[src/hw/rtl/lss_pkg.sv]
// Shared types and constants for the LIFO stack with search.
package lss_pkg;

  localparam int VALUE_W   = 32;
  localparam int CNT_OUT_W = 9;
  localparam int CAP_W     = 16;
  localparam int CFG_W     = 13;
  localparam int GROUP_W   = 16;

  localparam logic [CAP_W-1:0] CAP_RESET = 16'd4;
  localparam logic [CAP_W-1:0] CAP_MAX   = 16'hFFFF;

  typedef enum logic [1:0] {
    ACT_PUSH   = 2'd0,
    ACT_POP    = 2'd1,
    ACT_PEEK   = 2'd2,
    ACT_SEARCH = 2'd3
  } action_t;

  typedef enum logic [1:0] {
    ST_OK    = 2'd0,
    ST_EMPTY = 2'd1,
    ST_FULL  = 2'd2
  } status_t;

  typedef enum logic [1:0] {
    CS_IDLE,
    CS_MATCH,
    CS_GROUP
  } ctl_state_t;

  typedef struct packed {
    logic push;
    logic pop;
    logic cmp;
  } cell_ctl_t;

endpackage

[src/hw/rtl/lss_cell.sv]
// One stack cell: a word, its occupied flag and a registered match bit.
module lss_cell #(
  parameter int DATA_WIDTH = 32
) (
  input  logic                  clk,
  input  logic                  rst_n,
  input  lss_pkg::cell_ctl_t    ctl,
  input  logic [DATA_WIDTH-1:0] key,
  input  logic [DATA_WIDTH-1:0] up_data,
  input  logic                  up_occ,
  input  logic [DATA_WIDTH-1:0] dn_data,
  input  logic                  dn_occ,
  output logic [DATA_WIDTH-1:0] data,
  output logic                  occ,
  output logic                  match
);
  import lss_pkg::*;

  logic [DATA_WIDTH-1:0] data_r, data_nxt;
  logic                  occ_r, occ_nxt;
  logic                  match_r, match_nxt;

  always_comb begin
    data_nxt  = data_r;
    occ_nxt   = occ_r;
    match_nxt = match_r;
    // push moves every word one cell deeper, pop pulls one cell up
    if (ctl.push) begin
      data_nxt = up_data;
      occ_nxt  = up_occ;
    end else if (ctl.pop) begin
      data_nxt = dn_data;
      occ_nxt  = dn_occ;
    end
    if (ctl.cmp) begin
      match_nxt = occ_r && (data_r == key);
    end
  end

  always_ff @(posedge clk) begin
    data_r  <= data_nxt;
    match_r <= match_nxt;
    if (!rst_n) begin
      occ_r <= 1'b0;
    end else begin
      occ_r <= occ_nxt;
    end
  end

  assign data  = data_r;
  assign occ   = occ_r;
  assign match = match_r;

endmodule

[config.mk]
export PLATFORM = sky130hd
export DESIGN_NAME = lss_cell
export DESIGN_NICKNAME = d
export VERILOG_FILES = /design/src/hw/rtl/lss_pkg.sv /design/src/hw/rtl/lss_cell.sv
export SDC_FILE = /design/constraint.sdc
export NUM_CORES = 1
export LEC_CHECK = 0
export ABC_AREA = 1
export ABC_CLOCK_PERIOD_IN_PS = 1100
export BUFFER_PORTS_ARGS = -buffer_cell sky130_fd_sc_hd__clkbuf_2
export CAP_MARGIN = 20
export CORE_ASPECT_RATIO = 0.5
export CORE_MARGIN = 4
export CORE_UTILIZATION = 30
export DETAILED_ROUTE_END_ITERATION = 10
export GPL_TIMING_DRIVEN = 0
export SLEW_MARGIN = 20
export SYNTH_ARGS = -nofsm -noshare
export SYNTH_HDL_FRONTEND = slang
export SYNTH_SLANG_ARGS = --single-unit
[constraint.sdc]
create_clock -name clk -period 1.1 [get_ports clk]
set_input_delay 0.055 -clock clk [delete_from_list [all_inputs] [get_ports clk]]
set_output_delay 0.055 -clock clk [all_outputs]
set_load 0.05 [all_outputs]
# Word level (Yosys, flattened, before mapping)
# Cells that the tools add are included.
totals:
  input_bits: 103
  ramBits: 0
  n_memories: 0
  latch_bits: 0
  mem_bits_ro: 0
  wordCells: 10
  out_inout_bits: 34
  regBits: 34
classes:
  n_mux: 4
  order_cmp: 0
  shift: 0
  n_reduce_logical: 2
  n_div: 0
  eq_ne: 1
  n_bitwise: 0
  mul: 0
  add_sub_neg: 0
ops:
  columns: ["cell", "count"]
  rows:
  - ["two-way mux 32 bit", 2]
  - ["equality test 32 bit", 1]
  - ["two-way mux 1 bit", 2]
  - ["nonzero test 2 bit", 1]
  - ["logical AND 1 bit", 1]

# Longest topological paths before layout
# Gate-level depths: netlist of the first run.
depth:
  ltp_word: 2
  ltp_mapped: 8
  mapped_depth_nobuf: 8

# Worst setup path after synthesis of the first run
# Ideal clock, no wire load.
synth_timing:
  kind: "register -> register"
  startpoint: "register data_r[24], in the netlist data[24]"
  endpoint: "register match_r, in the netlist match, data pin"
  path_slack_ns: -0.373
  n_path_buf: 0
  setup_ns: 0.251
  t_arrival_ns: 1.222
  stages_incl_launch_ff: 7
  required_ns: 0.849
  period_less_slack_ns: 1.473
  cell_sequence: "edfxtp_1 -> inv_1 -> or2_2 -> o211ai_1 -> nor2_1 -> nand3_1 -> nor2_1"
synth_between:
  elab_chain_len: 2
synth_rtl:
  columns: ["element", "line_no", "rtl"]
  rows:
  - ["start, declared", "lss_cell.sv:19", "logic [DATA_WIDTH-1:0] data_r, data_nxt;"]
  - ["start signal, assigned", "lss_cell.sv:41", "data_r <= data_nxt;"]
  - ["equality test 32 bit", "lss_cell.sv:36", "match_nxt = occ_r && (data_r == key);"]
  - ["logical AND 1 bit", "lss_cell.sv:36", null]
  - ["end signal, assigned", "lss_cell.sv:42", "match_r <= match_nxt;"]
  - ["end, declared", "lss_cell.sv:21", "logic match_r, match_nxt;"]
# No other way between the ends.
# A chain may end at the register's enable or synchronous reset.

# Final worst setup path of the first run
# Same ends and word-level chain as after synthesis.

==> flow_summary.toml, run 1 <==
[status]
status = "finished with violations"
violations = "setup timing"

[clock_network]
cts_tree = "done"
root_buffer = "clkbuf_16"
cts.reportedPaths.clkPinSlew_ps = 60
clkLatencyLatePin_ps = 280
clock_path_buffers = 2
numClockSinks = 34
numCtsBuffers = 5
h-tree-depth = 2

[routing]
routedWlPerCell_um = 12.2
postRouteAntennaNets = 0
num_vias = 2075
drt-pass1-iter-count = 4
drc = 0
routed_wl_um = 6290
avgViaCountPerCell = 4.03
first_iter_violations = 105

[power]
power_density_nw_per_um2 = 1500
peakVddDrop_mv = 0.560
p_total_w = 0.00457
p_leak_nw = 1.76

[setup_path]
critPathTopFamily = "simple AND/OR/NAND/NOR gates"
crit_path_cell_trace = "inv_2 > or2_4 > o211ai_1 > nor2_1 > nand3_1 > nor2_1"
crit_required_ps = 1130
criticalPathCategory = "register to register"
cp_num_buf_inv = 1
worstPathArrival_ps = 1260
crit_path_max_incr_delay_ps = 370
cp-end-kind = "register"
reg2reg_slack_ps = -120
startpoint_type = "register"
cp_max_fo = 2
crit_slowest_cell = "edfxtp_1"
cp_common_cell = "nor2_1"

[yosys]
ys_ff_latch = 34
netlist.area_leader.share = 0.489
synth_cells = 280
synth_cell_types = 18
yosysSeqAreaShare = 0.498
synth_nets = 383
yosysTopAreaCell = "edfxtp_1"
synth.area.top_cells = "edfxtp_1, nand2_1, inv_1"
synth_warnings = 0
avgSynthCellArea_um2 = 7.24
netlist_area_um2 = 2030
ys_async_sr_fraction = 0
yosys-top-cells-count = "nand2_1, inv_1, edfxtp_1"
yosysMostFrequentCell = "nand2_1"
synth_flop_cell = "edfxtp_1"
synth_edf_count = 33

[sta]
relSlewSlack = 0.621
fin_ws_ps = -122
finalSetupViolCount = 1
tns_ps = -122
period_minus_slack_ps = 1220
fmax_ghz = 0.818
slew_viol_final = 0
clock-skew-final_ps = 3.65
rsz0062_at_grt = "true"
worst_slew_pin_slew_ps = 568
period_share = 1.11
hold_viol = 0

[die]
dieWidth_um = 124
fp-row-count = 20
die_h_um = 66.1
design.core.area_um2 = 6310
ioPinCount = 137
start_util = 0.322
die_area_um2 = 8220

[placed_design]
dp.cells = 503
gp_congestion = 0.761
io_buffers = 135
place_area_um2 = 2820
pre_cts_ws_ps = -122
dp_hpwl_um = 5120

[layout]
final_cell_count_no_fill = 515
final_layout_size_suffix_gt1_frac = 0.372
antenna_cells = 0
layout.nets = 529
final_area_um2 = 3050
syn2layout_area_growth_pct = 50.2

[global_route]
grt_pass1_wl_um = 9560
antenna_found_initial = 0
grt_pass1_vias = 1935
grt_max_degree = 34
gr-total-overflow = 0
grt_usage = 0.149

[job]
cap_violations = 0

[worst_hold_path]
hold_class = "input pin to register"
## flip-flops by register name, summed over array words and instances (netlist names)
signal / count
match: 1
data: 32
occ: 1
## what timing repair did
| item | CTS | global route |
|---|---|---|
| setup buffers | 0 | 2 |
| resized for setup | 2 | 12 |
| endpoints found under the setup margin | 1 | 2 |
| pin swaps | 6 | 7 |
| hold buffers | 2 | 0 |
| endpoints found under the hold margin | 2 | 0 |
## power by group
| part | switching [W] | internal, W | leakage, nW |
|---|---|---|---|
| Sequential | 0.0000985 | 0.00159 | 0.348 |
| Combinational | 0.000860 | 0.000403 | 1.34 |
| Clock | 0.000556 | 0.00107 | 0.0760 |
## worst paths after layout
path	cells after the start	start	to
max	6	data[24]	match
min	3	dn_data[9]	data[9]
max reg2reg	6	data[24]	match
min reg2reg	4	occ	occ
## cell type report
type	count	area, um^2
Fill cell	671	3260
Buffer	7	38.8
Tap cell	88	110
Multi-Input combinational cell	198	842
Clock inverter	3	45.0
Timing Repair Buffer	139	719
Inverter	41	154
Sequential cell	34	1010
Clock buffer	5	125
## metal layers
layer | vias to the layer above | part of all wire | track usage
met4 | 0 | 0.0057 | 0.0410
met5 | - | 0 | 0
met2 | 53 | 0.50 | 0.261
met3 | 2 | 0.059 | 0.0315
li1 | 1138 | - | -
met1 | 882 | 0.43 | 0.190
## worst min-delay path, delay by kind of cell
family | cells | cell delay (ps)
and+or+nand+nor | 2 | 80
buffers and inverters | 1 | 70
## layout by cell type, fill, tap and decap left out, drive strengths merged
cell type and instances:
a21oi 1, buf 10, bufinv 1, clkbuf 139
clkinvlp 2, dfxtp 1, dlygate4sd3 2, edfxtp 33
inv 41, nand2 158, nand3 3, nor2 16
nor3 1, o211ai 3, o21ai 5, or2 2
xnor2 6, xor2 3
## cells by family after synthesis
kind of cell              count (synthesis)  synth area share
AOI/OAI and AO/OA                         9            0.0284
xor gates and xnor gates                  9            0.0389
and+or+nand+nor                         180             0.339
DFF                                      34             0.498
buffers and inverters                    48            0.0950
## per-stage QoR
step | hold WS, ps | util
5_1_grt | 48.0 | 0.483
3_3_place_gp | 244 | 0.447
2_1_floorplan | 153 | -
4_1_cts | 34.8 | 0.477
6_report | 37.0 | 0.483
3_5_place_dp | 257 | 0.447
(Power assumes the default switching activity.)
==> run 2: changes to the inputs <==
- CTS_BUF_LIST: not set -> sky130_fd_sc_hd__clkbuf_2 sky130_fd_sc_hd__clkbuf_4 sky130_fd_sc_hd__clkbuf_8
- TNS_END_PERCENT: not set -> 1
==> run 2 against run 1 <==
The flow still finishes with violations (setup timing). Final cell count fell by 0.19%. Global-route usage barely moved. Clock-buffer cell count did not move. Die area did not move. Power fell by 9.7%. Critical path depth did not move.
==> flow_summary.toml, run 2 (synthesis gave the netlist of run 1 again) <==
[routing]
wl_met2_um = 3110
met1Wirelength_um = 2780
wl_met3_um = 315
drc = 0
num_vias = 2066
routedWlPerCell_um = 12.2
routed.top_layer = "met4"
first_iter_violations = 78
routed_wl_um = 6260
drt-pass1-iter-count = 4
avgViaCountPerCell = 4.02
postRouteAntennaNets = 0

[power]
power_density_nw_per_um2 = 1390
p_leak_nw = 1.73
peakVddDrop_mv = 0.491

[sta]
worst_slew_pin_slew_ps = 548
clock-skew-final_ps = 2.42
slew_viol_final = 0
rsz0062_at_grt = "true"
hold_viol = 0
period_minus_slack_ps = 1230
finalSetupViolCount = 1
period_share = 1.12
relSlewSlack = 0.635
fmax_ghz = 0.811
fin_ws_ps = -132

[setup_path]
cp_max_fo = 2
worstPathArrival_ps = 1280
criticalPathCategory = "register to register"
startpoint_type = "register"
reg2reg_depth = 6
rr_endpoint = "match"
reg2reg_slack_ps = -130
cp-end-kind = "register"
r2r_start = "data[24]"
crit_required_ps = 1150

[die]
start_util = 0.322
die_h_um = 66.1
die_area_um2 = 8220
dieWidth_um = 124
ioPinCount = 137
fp-row-count = 20
design.core.area_um2 = 6310

[layout]
layout.nets = 528
final_common_cell = "nand2_1"
final_layout_size_suffix_gt1_frac = 0.369
fillerInstances = 678
largest_reg_flops = 32
final_cell_mix = "nand2_1, clkbuf_2, inv_1, edfxtp_1, nor2_1"
syn2layout_area_growth_pct = 46.9
post-route-util = 0.472
antenna_cells = 0

[clock_network]
numClockSinks = 34
numCtsBuffers = 5
root_buffer = "clkbuf_8"
h-tree-depth = 2
cts_tree = "done"
clock_path_buffers = 2
cts.reportedPaths.clkPinSlew_ps = 80
clkLatencyLatePin_ps = 290

[worst_hold_path]
hold_end = "data[9]"
hp-start = "dn_data[9]"
holdPathStages = 3
hold_class = "input pin to register"

[placed_design]
dp_hpwl_um = 5120
io_buffers = 135
pre_cts_ws_ps = -122
gp_congestion = 0.761

[global_route]
grt_pass1_vias = 1940
grt_pass1_wl_um = 9560
grt_usage = 0.150
gr-total-overflow = 0
antenna_found_initial = 0
grt_max_degree = 34

[status]
violations = "setup timing"
status = "finished with violations"

[job]
cap_violations = 0
run 2: cell count changes in the layout (fill, tap and decap cells not counted):
| cell | previous run | this run |
|---|---|---|
| nor2_1 | 13 | 14 |
| clkbuf_8 | 0 | 5 |
| buf_4 | 3 | 1 |
| clkbuf_16 | 5 | 0 |
| nor2_2 | 3 | 2 |
| clkbuf_2 | 132 | 133 |
| clkbuf_4 | 0 | 1 |
| buf_2 | 5 | 4 |
run 2: worst max-delay path by stage:
stage / startpoint / end / slack (ps) / depth (start not counted)
finish: data[24] / match / -130 / 6
global placement: data[26] / match / -110 / 4
detailed placement: data[26] / match / -120 / 4
global route: data[17] / match / -210 / 7
floorplan: data[24] / match / -330 / 6
CTS: data[24] / match / -110 / 6
run 2: metal layers:
metal	GRT usage	vias to the layer above
met5	0	-
met4	0.0369	0
met3	0.0339	4
met2	0.260	50
met1	0.191	879
li1	-	1133
run 2: per-stage QoR:
step	hold WS (ps)	total power (W)	instances	setup TNS (ps)	area [um^2]
finish	27.8	0.00413	514	-132	2980
global route	24.0	0.00436	514	-223	2980
detailed placement	257	0.00295	503	-122	2820
floorplan	153	0.00252	280	-332	2030
CTS	21.5	0.00415	513	-115	2950
global placement	244	0.00293	503	-108	2820
run 2: repair_timing:
| action | CTS | global route |
|---|---|---|
| hold endpoints to repair | 2 | 0 |
| hold buffers | 2 | 0 |
| resized for setup | 3 | 9 |
| endpoints found under the setup margin | 2 | 2 |
| pin swaps | 7 | 4 |
| buffers inserted | 0 | 1 |
run 2: cell type report:
type | instances | area (um^2) | area share
plain buffers | 7 | 38.8 | 0.0130
clock buffers | 5 | 68.8 | 0.0231
clock inverters | 3 | 45.0 | 0.0151
inverters | 41 | 154 | 0.0517
multi-input cells | 198 | 840 | 0.282
flip-flops and latches | 34 | 1010 | 0.339
well taps | 88 | 110 | 0.0370
repair buffers | 138 | 712 | 0.239
run 2: where the power goes:
part           switching (W)  internal, W  total (W)
Clock               0.000519     0.000675    0.00119
Sequential         0.0000992      0.00159    0.00169
Combinational       0.000856     0.000397    0.00125
run 2: critical path, stage by stage (launching register included):
cell	delay, ps
edfxtp_1	370
inv_2	50
or2_4	220
o211ai_1	80
nor2_1	60
nand3_1	140
nor2_1	70
==> run 3: changes to the inputs <==
- ABC_CLOCK_PERIOD_IN_PS: 1100 -> 1300
- CTS_CLUSTER_SIZE: not set -> 30
- clock period: 1.1 -> 1.3 ns (I/O delays scaled with it)
==> run 3 against run 2 <==
The flow now finishes without violations. Clock-buffer cell count unchanged. Non-clock buffer count decreased by 1. Final cell count decreased by 0.19%. Clock power decreased by 15%. Wire length decreased by 0.22%. Via count about the same. Hold slack improved by 10 ps. Global-route usage unchanged. Sequential cell count unchanged. Design area decreased by 0.50%. Sequential share of layout area increased by 0.17 points. Critical endpoint unchanged. Largest cell class unchanged. Highest routed layer unchanged.
==> flow_summary.toml, run 3 (synthesis gave the netlist of run 1 again) <==
[status]
status = "complete, no violations"

[setup_path]
worstPathArrival_ps = 1250
reg2reg_slack_ps = 90
cp_max_fo = 2
cp_num_buf_inv = 1
startpoint_type = "register"
criticalPathCategory = "register to register"
crit_path_cell_trace = "inv_1 > or2_4 > o211ai_1 > nor2_1 > nand3_1 > nor2_1"
crit_slowest_cell = "edfxtp_1"
crit_path_max_incr_delay_ps = 350
cp-end-kind = "register"
critPathTopFamily = "simple AND/OR/NAND/NOR gates"
crit_required_ps = 1350
cp_common_cell = "nor2_1"

[power]
clkPwrFrac = 0.290
power_density_nw_per_um2 = 1180
p_total_w = 0.00348
p_comb_frac = 0.301
p_seq_frac = 0.409
peakVddDrop_mv = 0.415
swShare = 0.358
p_leak_nw = 1.73
p_sw_w = 0.00125
intPower_w = 0.00224

[placed_design]
io_buffers = 135
place_area_um2 = 2820
gp_congestion = 0.761
dp_hpwl_um = 5120

[die]
dieWidth_um = 124
design.core.area_um2 = 6310
fp-row-count = 20
ioPinCount = 137
die_h_um = 66.1
die_area_um2 = 8220
start_util = 0.322

[global_route]
gr-total-overflow = 0
antenna_found_initial = 0
grt_pass1_vias = 1942
grt_pass1_wl_um = 9560
grt_max_degree = 34
grt_usage = 0.150

[routing]
drc = 0
first_iter_violations = 78
avgViaCountPerCell = 4.03
routed_wl_um = 6250
num_vias = 2068
drt-pass1-iter-count = 4
routedWlPerCell_um = 12.2
postRouteAntennaNets = 0

[layout]
final_common_cell = "nand2_1"
final_cell_mix = "nand2_1, clkbuf_2, inv_1, edfxtp_1, nor2_1"
layout.nets = 527
fillerInstances = 674
syn2layout_area_growth_pct = 46.1
post-route-util = 0.470
final_area_um2 = 2960
final_layout_size_suffix_gt1_frac = 0.365
antenna_cells = 0
largest_reg_flops = 32

[sta]
worst_slew_pin_slew_ps = 534
relSlewSlack = 0.644
period_share = 0.928
fmax_ghz = 0.829
clock-skew-final_ps = 2.28
rsz0062_at_grt = "true"
period_minus_slack_ps = 1210
slew_viol_final = 0
finalSetupViolCount = 0
hold_viol = 0

[clock_network]
root_buffer = "clkbuf_8"
h-tree-depth = 2
numClockSinks = 34
clkLatencyLatePin_ps = 290
numCtsBuffers = 5
clock_path_buffers = 2
postCtsSetupBuffers = 0
cts.reportedPaths.clkPinSlew_ps = 80
cts_tree = "done"

[worst_hold_path]
hold_class = "input pin to register"

[job]
cap_violations = 0
## run 3: cell types whose count changed in the layout (fill, tap and decap cells not counted), sizes merged
cell    previous run  this run
buf                7         5
clkbuf           141       142
## run 3: through the flow
| step | setup slack (ps) | TNS [ps] | hold slack (ps) | instances |
|---|---|---|---|---|
| floorplan | -132 | -132 | 163 | 280 |
| global placement | 92.3 | 0 | 254 | 503 |
| detailed placement | 78.2 | 0 | 267 | 503 |
| CTS | 53.7 | 0 | 31.5 | 513 |
| global route | -22.6 | -22.6 | 34.0 | 513 |
| finish | 93.9 | 0 | 37.8 | 513 |
## run 3: area by class of cell
class	instances	area [um^2]	area share
clock buffer	5	68.8	0.0232
clock inverter	3	45.0	0.0152
sequential	34	1010	0.341
buffer	7	38.8	0.0131
multi-input combinational	198	841	0.284
timing repair buffer	137	696	0.235
inverter	41	154	0.0519
tap	88	110	0.0371
## run 3: worst reg2reg max path: stages, from the launching register on
cell and delay (ps):
edfxtp_1 350, inv_1 70, or2_4 220, o211ai_1 90
nor2_1 60, nand3_1 120, nor2_1 60
## run 3: final timing paths
check | endpoint | depth (start not counted) | start
hold / removal | data[9] | 3 | dn_data[9]
hold reg to reg | occ | 4 | occ
setup reg to reg | match | 6 | data[24]
setup / recovery | match | 6 | data[24]
## run 3: repair_timing
action / in CTS / in global routing
setup endpoints to repair: 0 / 1
resized for setup: 0 / 6
hold buffers: 2 / 0
endpoints found under the hold margin: 2 / 0
## run 3: routing by layer
metal  up-vias  global-route usage  part of all wire
met5         -                   0                 0
met4         0              0.0369            0.0082
met2        50               0.260              0.50
li1       1131                   -                 -
met1       883               0.191              0.44
met3         4              0.0339             0.054
## run 3: power by group through the flow
stage	sequential [W]	clock (W)	combinational, W
finish	0.00143	0.00101	0.00105
global route	0.00144	0.00109	0.00114
CTS	0.00143	0.00103	0.00105
detailed placement	0.00145	0	0.00104
global placement	0.00144	0	0.00104
floorplan	0.00185	0	0.000291
