$ cat src/hw/rtl/lss_pkg.sv
// Shared types and constants for the LIFO stack with search.
package lss_pkg;

  localparam int VALUE_W   = 32;
  localparam int CNT_OUT_W = 9;
  localparam int CAP_W     = 16;
  localparam int CFG_W     = 13;
  localparam int GROUP_W   = 16;

  localparam logic [CAP_W-1:0] CAP_RESET = 16'd4;
  localparam logic [CAP_W-1:0] CAP_MAX   = 16'hFFFF;

  typedef enum logic [1:0] {
    ACT_PUSH   = 2'd0,
    ACT_POP    = 2'd1,
    ACT_PEEK   = 2'd2,
    ACT_SEARCH = 2'd3
  } action_t;

  typedef enum logic [1:0] {
    ST_OK    = 2'd0,
    ST_EMPTY = 2'd1,
    ST_FULL  = 2'd2
  } status_t;

  typedef enum logic [1:0] {
    CS_IDLE,
    CS_MATCH,
    CS_GROUP
  } ctl_state_t;

  typedef struct packed {
    logic push;
    logic pop;
    logic cmp;
  } cell_ctl_t;

endpackage

$ cat src/hw/rtl/lss_match_tree.sv
// Registered first level of the match reduction: one OR per group of cells.
module lss_match_tree #(
  parameter int NGRP = 16
) (
  input  logic                              clk,
  input  logic                              en,
  input  logic [NGRP*lss_pkg::GROUP_W-1:0]  match,
  output logic [NGRP-1:0]                   grp
);
  import lss_pkg::*;

  logic [NGRP-1:0] grp_r, grp_nxt;

  always_comb begin
    grp_nxt = grp_r;
    if (en) begin
      for (int g = 0; g < NGRP; g++) begin
        grp_nxt[g] = |match[g*GROUP_W +: GROUP_W];
      end
    end
  end

  always_ff @(posedge clk) begin
    grp_r <= grp_nxt;
  end

  assign grp = grp_r;

endmodule

$ cat config.mk
export PLATFORM = sky130hd
export DESIGN_NAME = lss_match_tree
export DESIGN_NICKNAME = d
export VERILOG_FILES = /design/src/hw/rtl/lss_pkg.sv /design/src/hw/rtl/lss_match_tree.sv
export SDC_FILE = /design/constraint.sdc
export NUM_CORES = 1
export LEC_CHECK = 0
export ABC_CLOCK_PERIOD_IN_PS = 1200
export CAP_MARGIN = 20
export CORE_AREA = 10 10 98 100
export CTS_BUF_LIST = sky130_fd_sc_hd__clkbuf_8
export DETAILED_ROUTE_END_ITERATION = 10
export DIE_AREA = 0 0 108 110
export DONT_BUFFER_PORTS = 1
export GPL_ROUTABILITY_DRIVEN = 0
export HOLD_SLACK_MARGIN = 0.08
export MAX_ROUTING_LAYER = met4
export SKIP_CTS_REPAIR_TIMING = 1
export SKIP_LAST_GASP = 1
export SYNTH_ARGS = -nofsm -noshare
export SYNTH_HDL_FRONTEND = slang
export SYNTH_SLANG_ARGS = --single-unit
$ cat constraint.sdc
create_clock -name clk -period 1.2 [get_ports clk]
set_input_delay 0.12 -clock clk [delete_from_list [all_inputs] [get_ports clk]]
set_output_delay 0.12 -clock clk [all_outputs]
set_load 0.05 [all_outputs]
==> results by stage, run 1 <==
Outcome:
- The flow did not finish.
- The flow halted during global routing (5_1_grt).
- The tool reported: "[ERROR RSZ-0060] Max buffer count reached".

CTS:
- The number of buffers created by CTS is 3.
- Counting along the longest clock path gives a buffer depth of 2.
- Clock tree synthesis selected as its root buffer the cell sky130_fd_sc_hd__clkbuf_8.
- The CTS sink count is 16.
- CTS built an H-tree with a depth of 1.

Synthesis:
- Counting flops and latches in the post-synthesis netlist gives 16.
- The count of synthesis-stage warnings from yosys is 0.
- The sequential share of the synthesized area is 49.0%.
- The number of cells produced by synthesis is 96.
- The average instance in the mapped netlist occupies 10.2 µm².
- After synthesis the cells add up to 981 µm².
- The unique cell type count in the Yosys netlist is 3.
- Synthesis produced a netlist with a net count of 354.

Global route:
- The largest net degree at the start of global routing is 17.

Placed design:
- The total half-perimeter wirelength after legalization and detailed placement is slightly below 7000 µm.
- The placed instances occupy a cell area of 1130 µm².
- The count of buffers from port buffering is 0.

Die:
- For this configuration, the core starts out at a cell density of about an eighth.
- The I/O pin count is 274.
- The row count is 32.
- The height of the chip is 110 µm.
- The width of the chip is 108 µm.
[synthesized netlist by cell type]
master                     number  area share, %
sky130_fd_sc_hd__edfxtp_1      16             49
sky130_fd_sc_hd__nand4_1       16             10
sky130_fd_sc_hd__nor4_1        64             41
[metrics by stage]
stage | worst slack (ns) | cells
floorplan | 0.463 | 96
global placement | 0.206 | 201
detailed placement | 0.149 | 201
CTS | 0.122 | 205
[logic make-up after synthesis]
logic type       share of synthesized area, %
AND/OR/NAND/NOR                          51.0
flip-flops                               49.0
==> run 2: changes to the inputs <==
--- a/config.mk
+++ b/config.mk
@@ -8,13 +8,11 @@
 export ABC_CLOCK_PERIOD_IN_PS = 1200
 export CAP_MARGIN = 20
 export CORE_AREA = 10 10 98 100
-export CTS_BUF_LIST = sky130_fd_sc_hd__clkbuf_8
 export DETAILED_ROUTE_END_ITERATION = 10
 export DIE_AREA = 0 0 108 110
 export DONT_BUFFER_PORTS = 1
 export GPL_ROUTABILITY_DRIVEN = 0
-export HOLD_SLACK_MARGIN = 0.08
-export MAX_ROUTING_LAYER = met4
+export PLACE_DENSITY_LB_ADDON = 0.15
 export SKIP_CTS_REPAIR_TIMING = 1
 export SKIP_LAST_GASP = 1
 export SYNTH_ARGS = -nofsm -noshare
==> run 2 against run 1 <==
The flow now finishes, with violations (negative hold slack); area after synthesis is the same; synthesized cell count did not move.
==> results by stage, run 2 <==
Synthesis:
- The share of synthesized registers carrying an async set or reset is 0% (unchanged).
- The fraction of synthesized cell area taken by the top area cell type is 49.0% (unchanged).
- The number of cells produced by synthesis is 96 (unchanged).
- The top cell type by total area after synthesis is sky130_fd_sc_hd__edfxtp_1 (unchanged).
- The cell area after technology mapping is 981 µm² (unchanged).
- The flip-flop and latch count after synthesis came to 16 (unchanged).
- Main area contributors after synthesis: sky130_fd_sc_hd__edfxtp_1, sky130_fd_sc_hd__nor4_1, sky130_fd_sc_hd__nand4_1 (unchanged).
- The count of synthesis-stage warnings from yosys is 0 (unchanged).
- The unique cell type count in the Yosys netlist was 3 (unchanged).
- The post-synthesis net count came to 354 (unchanged).
- The sequential share of the synthesized area is 49.0% (unchanged).
- The number of enable flip-flop cells after synthesis was 16 (unchanged).
- Leading post-synthesis cells by instance count: sky130_fd_sc_hd__nor4_1, sky130_fd_sc_hd__edfxtp_1, sky130_fd_sc_hd__nand4_1 (unchanged).
- The most numerous cell in the Yosys netlist is sky130_fd_sc_hd__nor4_1 (unchanged).
- The mean post-synth cell area is 10.2 µm² (unchanged).
- The flip-flop cell with the highest count after synthesis is sky130_fd_sc_hd__edfxtp_1 (unchanged).

Global route:
- Global routing used 10.0% of the available tracks.
- The initial antenna violation count is 0.
- The largest net degree at the start of global routing is 17.
- The global-route wire length before repair is ~9000 µm.
- For this run the aggregate overflow at the end of global routing stands at 0.
- The number of global-route vias before repair was 1,489.

STA:
- The hold violation total from the final report came to 16.
- The actual slew at the worst max-slew pin is 0.495 ns.
- The highest clock frequency the design can meet is 0.962 GHz.
- Hold timing on the final database bottoms out at a slack of -0.0361 ns.
- The worst path uses 86.7% of the clock period.
- Setup repair after global routing left no endpoint under its margin.
- The worst path in the final design needs a cycle of 1.04 ns, including I/O delays and setup.
- The slack of the critical path is 0.160 ns.
- The final number of setup-violating endpoints is 0.
- Headroom to the max-slew limit came out at between 60% and 70%.
- The aggregate negative setup slack is 0 ns.
- The number of max-slew violations in the final report came to 0.

Power:
- VDD sags by at most about 360 µV.
- Dividing total power by cell area gives a power density of 1100 nW/µm².
- The overall power of the completed layout is about 1.3 mW.
- The analysis attributes to cell leakage a power of 0.220 nW.
- Net switching is 29.2% of the power.
- The internal power of the cells totals 0.898 mW.
- The share of total power in combinational logic is 4.2%.
- In this run, the clock network consumes 36.6% of the power.
- The analysis attributes to net switching a power of 0.371 mW.
- The proportion of power drawn by flip-flops and latches is between 50 and 60%.

Final layout:
- The register with the most flip-flops in the layout has 16 of them.
- Cells fill between 10% and 20% of the core in the end.
- The most frequent standard cell in the layout excluding fill and tap cells is sky130_fd_sc_hd__nor4_1.
- The repair_antennas step left the layout with diodes totalling 0.
- The synthesis-to-layout area growth is 18.0%.
- Of the cells placed in the final design, the portion with a size suffix greater than 1 is 4.00%.
- The net count reported at finish is 360.
- Leaving out fill and tap cells, the most frequent cells in the layout are sky130_fd_sc_hd__nor4_1, sky130_fd_sc_hd__nand4_1, sky130_fd_sc_hd__edfxtp_1, sky130_fd_sc_hd__clkbuf_8, sky130_fd_sc_hd__buf_4.

Drt:
- The iteration count of the initial detailed-routing pass is 4.
- The overall via count from detail_route is 1,133.
- After detailed routing, the number of vias per cell comes to 5.61.
- In the routed design, unresolved DRC markers number 0.
- The number of antenna-violating nets in the routed design is 0.
- The routed wire length is 7210 µm.
- The count of routing violations after the opening detailed-route iteration is 60.
- After detailed routing, the average wire length per cell comes to 35.7 µm.

Die:
- The height of the chip is 110 µm (unchanged).
- The total core area is 7650 µm².
- The full die area is 11,900 µm².
- The I/O pin count was 274 (unchanged).
- The row count is 32 (unchanged).
- The width of the chip is 108 µm (unchanged).
- The starting density of the core is 12.8% (unchanged).

Flow run:
- Max-cap violations in this run came to 0.

CTS:
- The maximum clock path buffer count is 2 (unchanged).
- The CTS sink count is 16 (unchanged).
- The number of buffers created by CTS is 3 (unchanged).
- The clock tree from TritonCTS is built.
- The clock slew seen by the registers of the worst setup and hold paths is 0.09 ns.
- The number of H-tree branching levels was 1 (unchanged).
- The clock tree root driver cell is sky130_fd_sc_hd__clkbuf_8 (unchanged).

Outcome:
- Status: complete, but fails checks (was stopped before the end).
- The checks that failed: negative hold slack.

Critical path:
- The critical path class is reg -> out.
- For the worst setup path, the data arrival time is 0.92 ns.
- The kind of launch point of the worst setup path is a flip-flop.
- Of all nets on the critical path, the largest fanout is 1.
- The required time of the critical path is 1.08 ns.
- The critical path starts at grp[7]$_DFFE_PP_.
- The critical path endpoint category is a primary output.

Placed design:
- The pre-CTS setup slack is 0.221 ns (was 0.149 ns).
- The count of buffers from port buffering is 0 (unchanged).
- The total half-perimeter wirelength after legalization and detailed placement is 6700 µm (was 6950 µm).

Worst hold path:
- The worst hold path begins at en.
- In this run the worst hold path is classified as in -> reg.
-- run 2: cell counts after synthesis --
Identical to the previous run, type by type.
-- run 2: worst paths after layout --
path	to	slack [ns]	cells past startpoint
setup / recovery	grp[7]	0.16	0
hold / removal	grp[10]$_DFFE_PP_	-0.04	0
-- run 2: kinds of logic (layout without fill, tap and decap cells) --
| family | after synthesis | count (layout) | synth area share, % |
|---|---|---|---|
| buffers and inverters | 0 | 4 | 0 |
| DFF | 16 | 16 | 49.0 |
| and+or+nand+nor | 80 | 80 | 51.0 |
-- run 2: layout make-up --
type                            count  area [µm²]
Timing Repair Buffer                1        7.51
Sequential cell                    16         480
Clock buffer                        3        41.3
Tap cell                          102         128
Multi-Input combinational cell     80         500
Fill cell                         871        6490
-- run 2: per-stage QoR --
step                      cell area, µm²  cells
after global routing                1160    202
after detailed placement            1120    199
after floorplan                      981     96
final                               1160    202
after CTS                           1160    202
after global placement              1120    199
-- run 2: power by group through the flow --
stage          registers, mW  clock network (mW)  logic (mW)
2_1_floorplan          0.764                   0      0.0390
3_3_place_gp           0.767                   0      0.0524
3_5_place_dp           0.766                   0      0.0543
4_1_cts                0.754               0.491      0.0544
5_1_grt                0.756               0.520      0.0592
6_report               0.752               0.464      0.0538
-- run 2: metal layers --
| layer | part of all wire [%] | vias up | track usage [%] |
|---|---|---|---|
| met5 | 0 | - | 0 |
| met4 | 0.62 | 0 | 2.96 |
| met3 | 11 | 2 | 4.82 |
| met2 | 58 | 133 | 19.7 |
| met1 | 30 | 525 | 8.81 |
| li1 | - | 473 | - |
(Power assumes the default switching activity.)
==> run 3: changes to the inputs <==
==> constraint.sdc (replaced) <==
create_clock -name clk -period 1.2 [get_ports clk]
set_input_delay 0.12 -clock clk [delete_from_list [all_inputs] [get_ports clk]]
set_output_delay 0.12 -clock clk [all_outputs]
set_load 0.1 [all_outputs]
==> run 3 against run 2 <==
The flow still finishes with violations (negative hold slack); non-clock buffer count rose by 15; highest routed layer unchanged; clock-buffer cell count unchanged; largest power group unchanged; first-iteration DRC count down 17%.
==> results by stage, run 3 (synthesis results as in run 2) <==
Final layout:
- The share of final-layout standard cells stronger than drive strength 1 is 16.5% (was 4.00%).
- The flip-flop count of the largest register after layout was 16 (unchanged).
- The final core utilization was 16.6% (was 15.1%).
- Leading cell types in the layout, fill and taps excluded: sky130_fd_sc_hd__nor4_1, sky130_fd_sc_hd__nand4_1, sky130_fd_sc_hd__edfxtp_1, sky130_fd_sc_hd__buf_4, sky130_fd_sc_hd__clkbuf_8 (was sky130_fd_sc_hd__nor4_1, sky130_fd_sc_hd__nand4_1, sky130_fd_sc_hd__edfxtp_1, sky130_fd_sc_hd__clkbuf_8, sky130_fd_sc_hd__buf_4).
- The count of fill cells added during filler insertion was 880 (was 871).
- The antenna cell count is 0 (unchanged).
- The register cell area after layout is 480 µm² (unchanged).
- The multi-input combinational cell area is 500 µm² (unchanged).
- The final instance area is 1270 µm² (was 1160 µm²).
- The most frequent standard cell in the layout excluding fill and tap cells is sky130_fd_sc_hd__nor4_1 (unchanged).
- The net count reported at finish is 375 (was 360).
- The non-filler instance count after layout came to 217 (was 202).
- The synthesis-to-layout area growth is 29.5% (was 18.0%).

Drt:
- The remaining design rule violation count is 0 (unchanged).
- The average detailed-routed wire length per instance was 33.2 µm (was 35.7 µm).
- The count of routing violations after the opening detailed-route iteration is 50 (was 60).
- The routed wire length is 7200 µm (was 7210 µm).
- The iteration count of the initial detailed-routing pass is 4 (unchanged).
- The overall via count from detail_route is 1,193 (was 1,133).
- The via-per-instance ratio is 5.50 (was 5.61).
- The number of antenna-violating nets in the routed design is 0 (unchanged).

Critical path:
- The signal arrival time at the worst endpoint is 0.90 ns (was 0.92 ns).
- Among all stages on the critical path, the largest delay is contributed by sky130_fd_sc_hd__edfxtp_1.
- Together, buffers and inverters on the worst path number 1.
- The required time of the critical path was 1.08 ns (about the same).
- The kind of launch point of the worst setup path is a flip-flop (unchanged).
- Traced cell by cell, the critical path runs through buf_4.
- On the worst path, the slowest cell contributes a delay of 0.35 ns.
- The critical path endpoint category is a primary output (unchanged).
- The critical path class is reg -> out (unchanged).
- The critical-path maximum fanout is 1 (unchanged).
- Broken down by cell family, the worst path's largest delay share belongs to flip-flops.

STA:
- The highest clock frequency the design can meet is 0.985 GHz (was 0.962 GHz).
- The time the worst path needs with I/O delays and setup was 1.02 ns (was 1.04 ns).
- The hold violation total from the final report was 16 (unchanged).
- The final number of setup-violating endpoints is 0 (unchanged).
- Setup repair after global routing missed its margin: false (unchanged).
- The number of max-slew violations in the final report is 0 (unchanged).
- The minimum hold slack is -0.0302 ns (was -0.0361 ns).
- The tightest slew margin relative to the limit came to 72.2% (was 67.1%).
- The aggregate negative setup slack is 0 ns (unchanged).
- The actual slew at the worst max-slew pin came to 0.413 ns (was 0.495 ns).
- The final cycle utilization of the critical path is 84.6% (was 86.7%).

Global route:
- The initial antenna violation count is 0 (unchanged).
- The global-route wire length before repair is 9200 µm (was 9160 µm).
- The total global routing track utilization was 10.0% (about the same).
- The number of global-route vias before repair came to 1,563 (was 1,489).
- The largest net degree at the start of global routing is 17 (unchanged).
- The total grt overflow came to 0 (unchanged).

CTS:
- The clock tree from TritonCTS is built (unchanged).
- The number of buffers created by CTS is 3 (unchanged).
- The maximum clock path buffer count was 2 (unchanged).
- The clock tree root driver cell is sky130_fd_sc_hd__clkbuf_8 (unchanged).
- The clock slew seen by the registers of the worst setup and hold paths is 0.07 ns (was 0.09 ns).
- The number of H-tree branching levels is 1 (unchanged).
- The CTS sink count came to 16 (unchanged).

Power:
- The net switching power is 0.472 mW (was 0.371 mW).
- The power density relative to cell area is 1100 nW/µm² (about the same).
- The part of the power in the clock network is 32.2% (was 36.6%).
- The cell internal power dissipation is 0.927 mW (was 0.898 mW).
- The proportion of power drawn by flip-flops and latches is 46.3% (was 59.2%).
- The fraction of power spent switching nets is 33.7% (was 29.2%).
- The overall power of the completed layout is 1.40 mW (was 1.27 mW).
- The total leakage power is 0.292 nW (was 0.220 nW).
- The share of total power in combinational logic is 21.5% (was 4.2%).
- The maximum resistive drop on vdd is 284 µV (was 359 µV).

Outcome:
- Violated checks: negative hold slack (unchanged).
- Status: complete, but fails checks (unchanged).

Worst hold path:
- The path category of the worst min-delay check is in -> reg (unchanged).

Flow run:
- The count of max-cap constraint violations came to 0 (unchanged).

Die:
- The I/O pin count is 274 (unchanged).
- The starting density of the core is 12.8% (unchanged).
- The full die area is 11,900 µm² (unchanged).
- The row count came to 32 (unchanged).
- The total core area came to 7650 µm² (unchanged).
- The height of the chip is 110 µm (unchanged).
- The width of the chip is 108 µm (unchanged).

Placed design:
- The cell count after placement is 214 (was 199).
- The count of buffers from port buffering is 0 (unchanged).
- The instance area at placement was 1230 µm² (was 1120 µm²).
- The total half-perimeter wirelength after legalization and detailed placement is 6700 µm (about the same).
[run 3: area by class of cell]
class | instances | share of cell area, %
Sequential cell | 16 | 37.8
Clock buffer | 3 | 3.25
Multi-Input combinational cell | 80 | 39.4
Timing Repair Buffer | 16 | 9.46
Tap cell | 102 | 10.0
[run 3: final timing paths]
check,cells after the start,from,end
setup / recovery,1,grp[13]$_DFFE_PP_,grp[13]
hold / removal,0,en,grp[4]$_DFFE_PP_
[run 3: power groups by stage]
stage               clock [mW]  combinational, mW  sequential [mW]
finish                   0.451              0.300            0.648
global route             0.515              0.309            0.652
CTS                      0.500              0.303            0.649
detailed placement           0              0.303            0.662
global placement             0              0.302            0.662
floorplan                    0             0.0390            0.872
[run 3: metrics by stage]
stage / hold slack [ns] / setup slack (ns)
2_1_floorplan: 0.232 / 0.176
3_3_place_gp: 0.237 / 0.301
3_5_place_dp: 0.236 / 0.242
4_1_cts: -0.0443 / 0.152
5_1_grt: -0.0548 / 0.132
6_report: -0.0302 / 0.184
[run 3: per-layer routing]
| layer | wire length, µm | global-route usage [%] | part of all wire, % |
|---|---|---|---|
| met1 | 1920 | 8.36 | 27 |
| met4 | 113 | 3.82 | 1.6 |
| met3 | 983 | 5.46 | 14 |
| met2 | 4180 | 19.4 | 58 |
| met5 | 0 | 0 | 0 |
==> run 4: changes to the inputs <==
--- a/config.mk
+++ b/config.mk
@@ -5,7 +5,7 @@
 export SDC_FILE = /design/constraint.sdc
 export NUM_CORES = 1
 export LEC_CHECK = 0
-export ABC_CLOCK_PERIOD_IN_PS = 1200
+export ABC_CLOCK_PERIOD_IN_PS = 900
 export CAP_MARGIN = 20
 export CORE_AREA = 10 10 98 100
 export DETAILED_ROUTE_END_ITERATION = 10
==> constraint.sdc (replaced) <==
create_clock -name clk -period 0.9 [get_ports clk]
set_input_delay 0.09 -clock clk [delete_from_list [all_inputs] [get_ports clk]]
set_output_delay 0.09 -clock clk [all_outputs]
set_load 0.1 [all_outputs]
==> run 4 against run 3 <==
The flow finishes with violations (negative hold slack, negative setup slack); non-clock buffer count did not move; critical path depth did not move; highest routed layer unchanged; global-route usage decreased by 0.15 points; total power increased by 43%; clock power grew 37%; core utilization grew 2.6 points; design area up 16%; worst setup slack got worse by 0.26 ns.
==> results by stage, run 4 (synthesis results as in run 2) <==
Critical path:
- The critical path endpoint category is a primary output (unchanged).
- The buffers plus inverters on the worst setup path was 1 (unchanged).
- The critical-path maximum fanout came to 1 (unchanged).
- The highest-delay cell along the critical path is sky130_fd_sc_hd__edfxtp_1 (unchanged).
- The signal arrival time at the worst endpoint is 0.88 ns (was 0.90 ns).
- The required time of the critical path came to 0.81 ns (was 1.08 ns).
- The largest delay contributor family on the critical path is flip-flops (unchanged).
- Cells along the critical path: buf_12 (was buf_4).
- The stage delay of the slowest cell on the critical path was 0.43 ns (was 0.35 ns).
- The critical path class is reg -> out (unchanged).
- The kind of launch point of the worst setup path is a flip-flop (unchanged).

STA:
- Counting I/O delays and the setup requirement, the final critical path takes 0.974 ns.
- The actual slew at the worst max-slew pin came to 0.398 ns (was 0.413 ns).
- The aggregate negative setup slack was -0.992 ns (was 0 ns).
- The minimum hold slack is -0.0639 ns (was -0.0302 ns).
- The number of max-slew violations in the final report came to 0 (unchanged).
- The slack of the critical path is -0.0745 ns (was 0.184 ns).
- The final number of setup-violating endpoints is 16 (was 0).
- The hold violation total from the final report is 16 (unchanged).
- Setup repair after global routing missed its margin: true (was false).
- The tightest slew margin relative to the limit is 73.2% (was 72.2%).
- The final cycle utilization of the critical path is 108%.
- The highest clock frequency the design can meet is 1.03 GHz.

Power:
- The maximum resistive drop on vdd is 438 µV (was 284 µV).
- The power density relative to cell area came to 1360 nW/µm² (was 1100 nW/µm²).
- The cell internal power dissipation was 1.33 mW (was 0.927 mW).
- The total leakage power is 0.366 nW (was 0.292 nW).
- The part of the power in the clock network was 30.9% (was 32.2%).
- The overall power of the completed layout was 2.00 mW (was 1.40 mW).
- The net switching power came to 0.668 mW (was 0.472 mW).
- The share of total power in combinational logic is 24.8% (was 21.5%).
- The proportion of power drawn by flip-flops and latches came to 44.4% (was 46.3%).
- The fraction of power spent switching nets is 33.4% (was 33.7%).

Final layout:
- The final instance area was 1470 µm² (was 1270 µm²).
- The synthesis-to-layout area growth is 49.9% (was 29.5%).
- The antenna cell count is 0 (unchanged).
- The final core utilization is 19.2% (was 16.6%).
- The share of final-layout standard cells stronger than drive strength 1 is 16.5% (unchanged).
- The flip-flop count of the largest register after layout is 16 (unchanged).
- The count of fill cells added during filler insertion is 831 (was 880).
- The most frequent standard cell in the layout excluding fill and tap cells is sky130_fd_sc_hd__nor4_1 (unchanged).
- The non-filler instance count after layout is 217 (unchanged).
- Leading cell types in the layout, fill and taps excluded: sky130_fd_sc_hd__nor4_1, sky130_fd_sc_hd__nand4_1, sky130_fd_sc_hd__edfxtp_1, sky130_fd_sc_hd__buf_12, sky130_fd_sc_hd__clkbuf_8 (was sky130_fd_sc_hd__nor4_1, sky130_fd_sc_hd__nand4_1, sky130_fd_sc_hd__edfxtp_1, sky130_fd_sc_hd__buf_4, sky130_fd_sc_hd__clkbuf_8).
- The net count reported at finish was 375 (unchanged).

Drt:
- The remaining design rule violation count is 0 (unchanged).
- The number of antenna-violating nets in the routed design was 0 (unchanged).
- The detailed-route wire length on metal 1 came to 2050 µm (was 1920 µm).
- The top layer used by detailed routing was met4 (unchanged).
- The iteration count of the initial detailed-routing pass came to 4 (unchanged).
- The count of routing violations after the opening detailed-route iteration was 71 (was 50).
- The overall via count from detail_route is 1,159 (was 1,193).
- The via-per-instance ratio came to 5.34 (was 5.50).
- The routed wire length came to 7170 µm (was 7200 µm).
- The average detailed-routed wire length per instance is 33.0 µm (was 33.2 µm).
- The total met3 wirelength after detailed routing is 844 µm (was 983 µm).
- The met2 wirelength from detailed routing is 4220 µm (was 4180 µm).

Outcome:
- Violated checks: negative hold slack, negative setup slack (was negative hold slack).
- Status: complete, but fails checks (unchanged).

Die:
- The starting density of the core is 12.8% (unchanged).
- The row count is 32 (unchanged).
- The width of the chip came to 108 µm (unchanged).
- The total core area is 7650 µm² (unchanged).
- The I/O pin count was 274 (unchanged).
- The height of the chip is 110 µm (unchanged).
- The full die area came to 11,900 µm² (unchanged).

Worst hold path:
- The endpoint with the worst hold slack is grp[10]$_DFFE_PP_ (was grp[4]$_DFFE_PP_).
- The path category of the worst min-delay check is in -> reg (unchanged).
- The hold path startpoint is en (unchanged).
- The number of instances on the worst hold path is 0 (unchanged).

CTS:
- The clock slew seen by the registers of the worst setup and hold paths is 0.08 ns (was 0.07 ns).
- The CTS sink count is 16 (unchanged).
- The maximum clock path buffer count came to 2 (unchanged).
- The number of buffers created by CTS is 3 (unchanged).
- The clock tree from TritonCTS is built (unchanged).
- The number of H-tree branching levels is 1 (unchanged).
- The clock tree root driver cell is sky130_fd_sc_hd__clkbuf_8 (unchanged).

Global route:
- The total global routing track utilization is 9.88% (was 10.0%).
- The total grt overflow is 0 (unchanged).
- The global-route wire length before repair is 9080 µm (was 9200 µm).
- The number of global-route vias before repair is 1,509 (was 1,563).
- The initial antenna violation count came to 0 (unchanged).
- The largest net degree at the start of global routing is 17 (unchanged).

Placed design:
- The total half-perimeter wirelength after legalization and detailed placement came to 6630 µm (was 6700 µm).
- The instance area at placement is 1430 µm² (was 1230 µm²).
- The cell count after placement was 214 (unchanged).
- The pre-CTS setup slack is -0.0102 ns (was 0.242 ns).
- The count of buffers from port buffering is 0 (unchanged).

Flow run:
- The count of max-cap constraint violations is 0 (unchanged).
==> run 4: worst max-delay path by stage <==
stage | from | endpoint | slack [ns] | cells past startpoint
after floorplan | grp[0]$_DFFE_PP_ | grp[0] | -0.09 | 0
after global placement | match[17] | grp[1]$_DFFE_PP_ | 0.02 | 2
after detailed placement | match[218] | grp[13]$_DFFE_PP_ | -0.01 | 2
final | grp[6]$_DFFE_PP_ | grp[6] | -0.07 | 1
after global routing | grp[1]$_DFFE_PP_ | grp[1] | -0.12 | 1
after CTS | grp[10]$_DFFE_PP_ | grp[10] | -0.09 | 1
==> run 4: cell type report <==
class | count | area [µm²] | share of cell area [%]
timing repair buffer | 16 | 320 | 21.8
tap | 102 | 128 | 8.68
multi-input combinational | 80 | 500 | 34.0
clock buffer | 3 | 41.3 | 2.81
sequential | 16 | 480 | 32.7
==> run 4: layer usage <==
layer  global-route usage, %  vias to the layer above
li1                        -                      502
met1                    8.47                      524
met2                    19.8                      129
met3                    4.47                        4
met4                    3.05                        0
met5                       0                        -
==> run 4: power by group through the flow <==
stage	Clock, mW	Sequential (mW)	Combinational (mW)
6_report	0.618	0.887	0.495
4_1_cts	0.659	0.888	0.500
3_5_place_dp	0	0.905	0.499
3_3_place_gp	0	0.905	0.497
2_1_floorplan	0	1.16	0.0520
5_1_grt	0.695	0.892	0.508
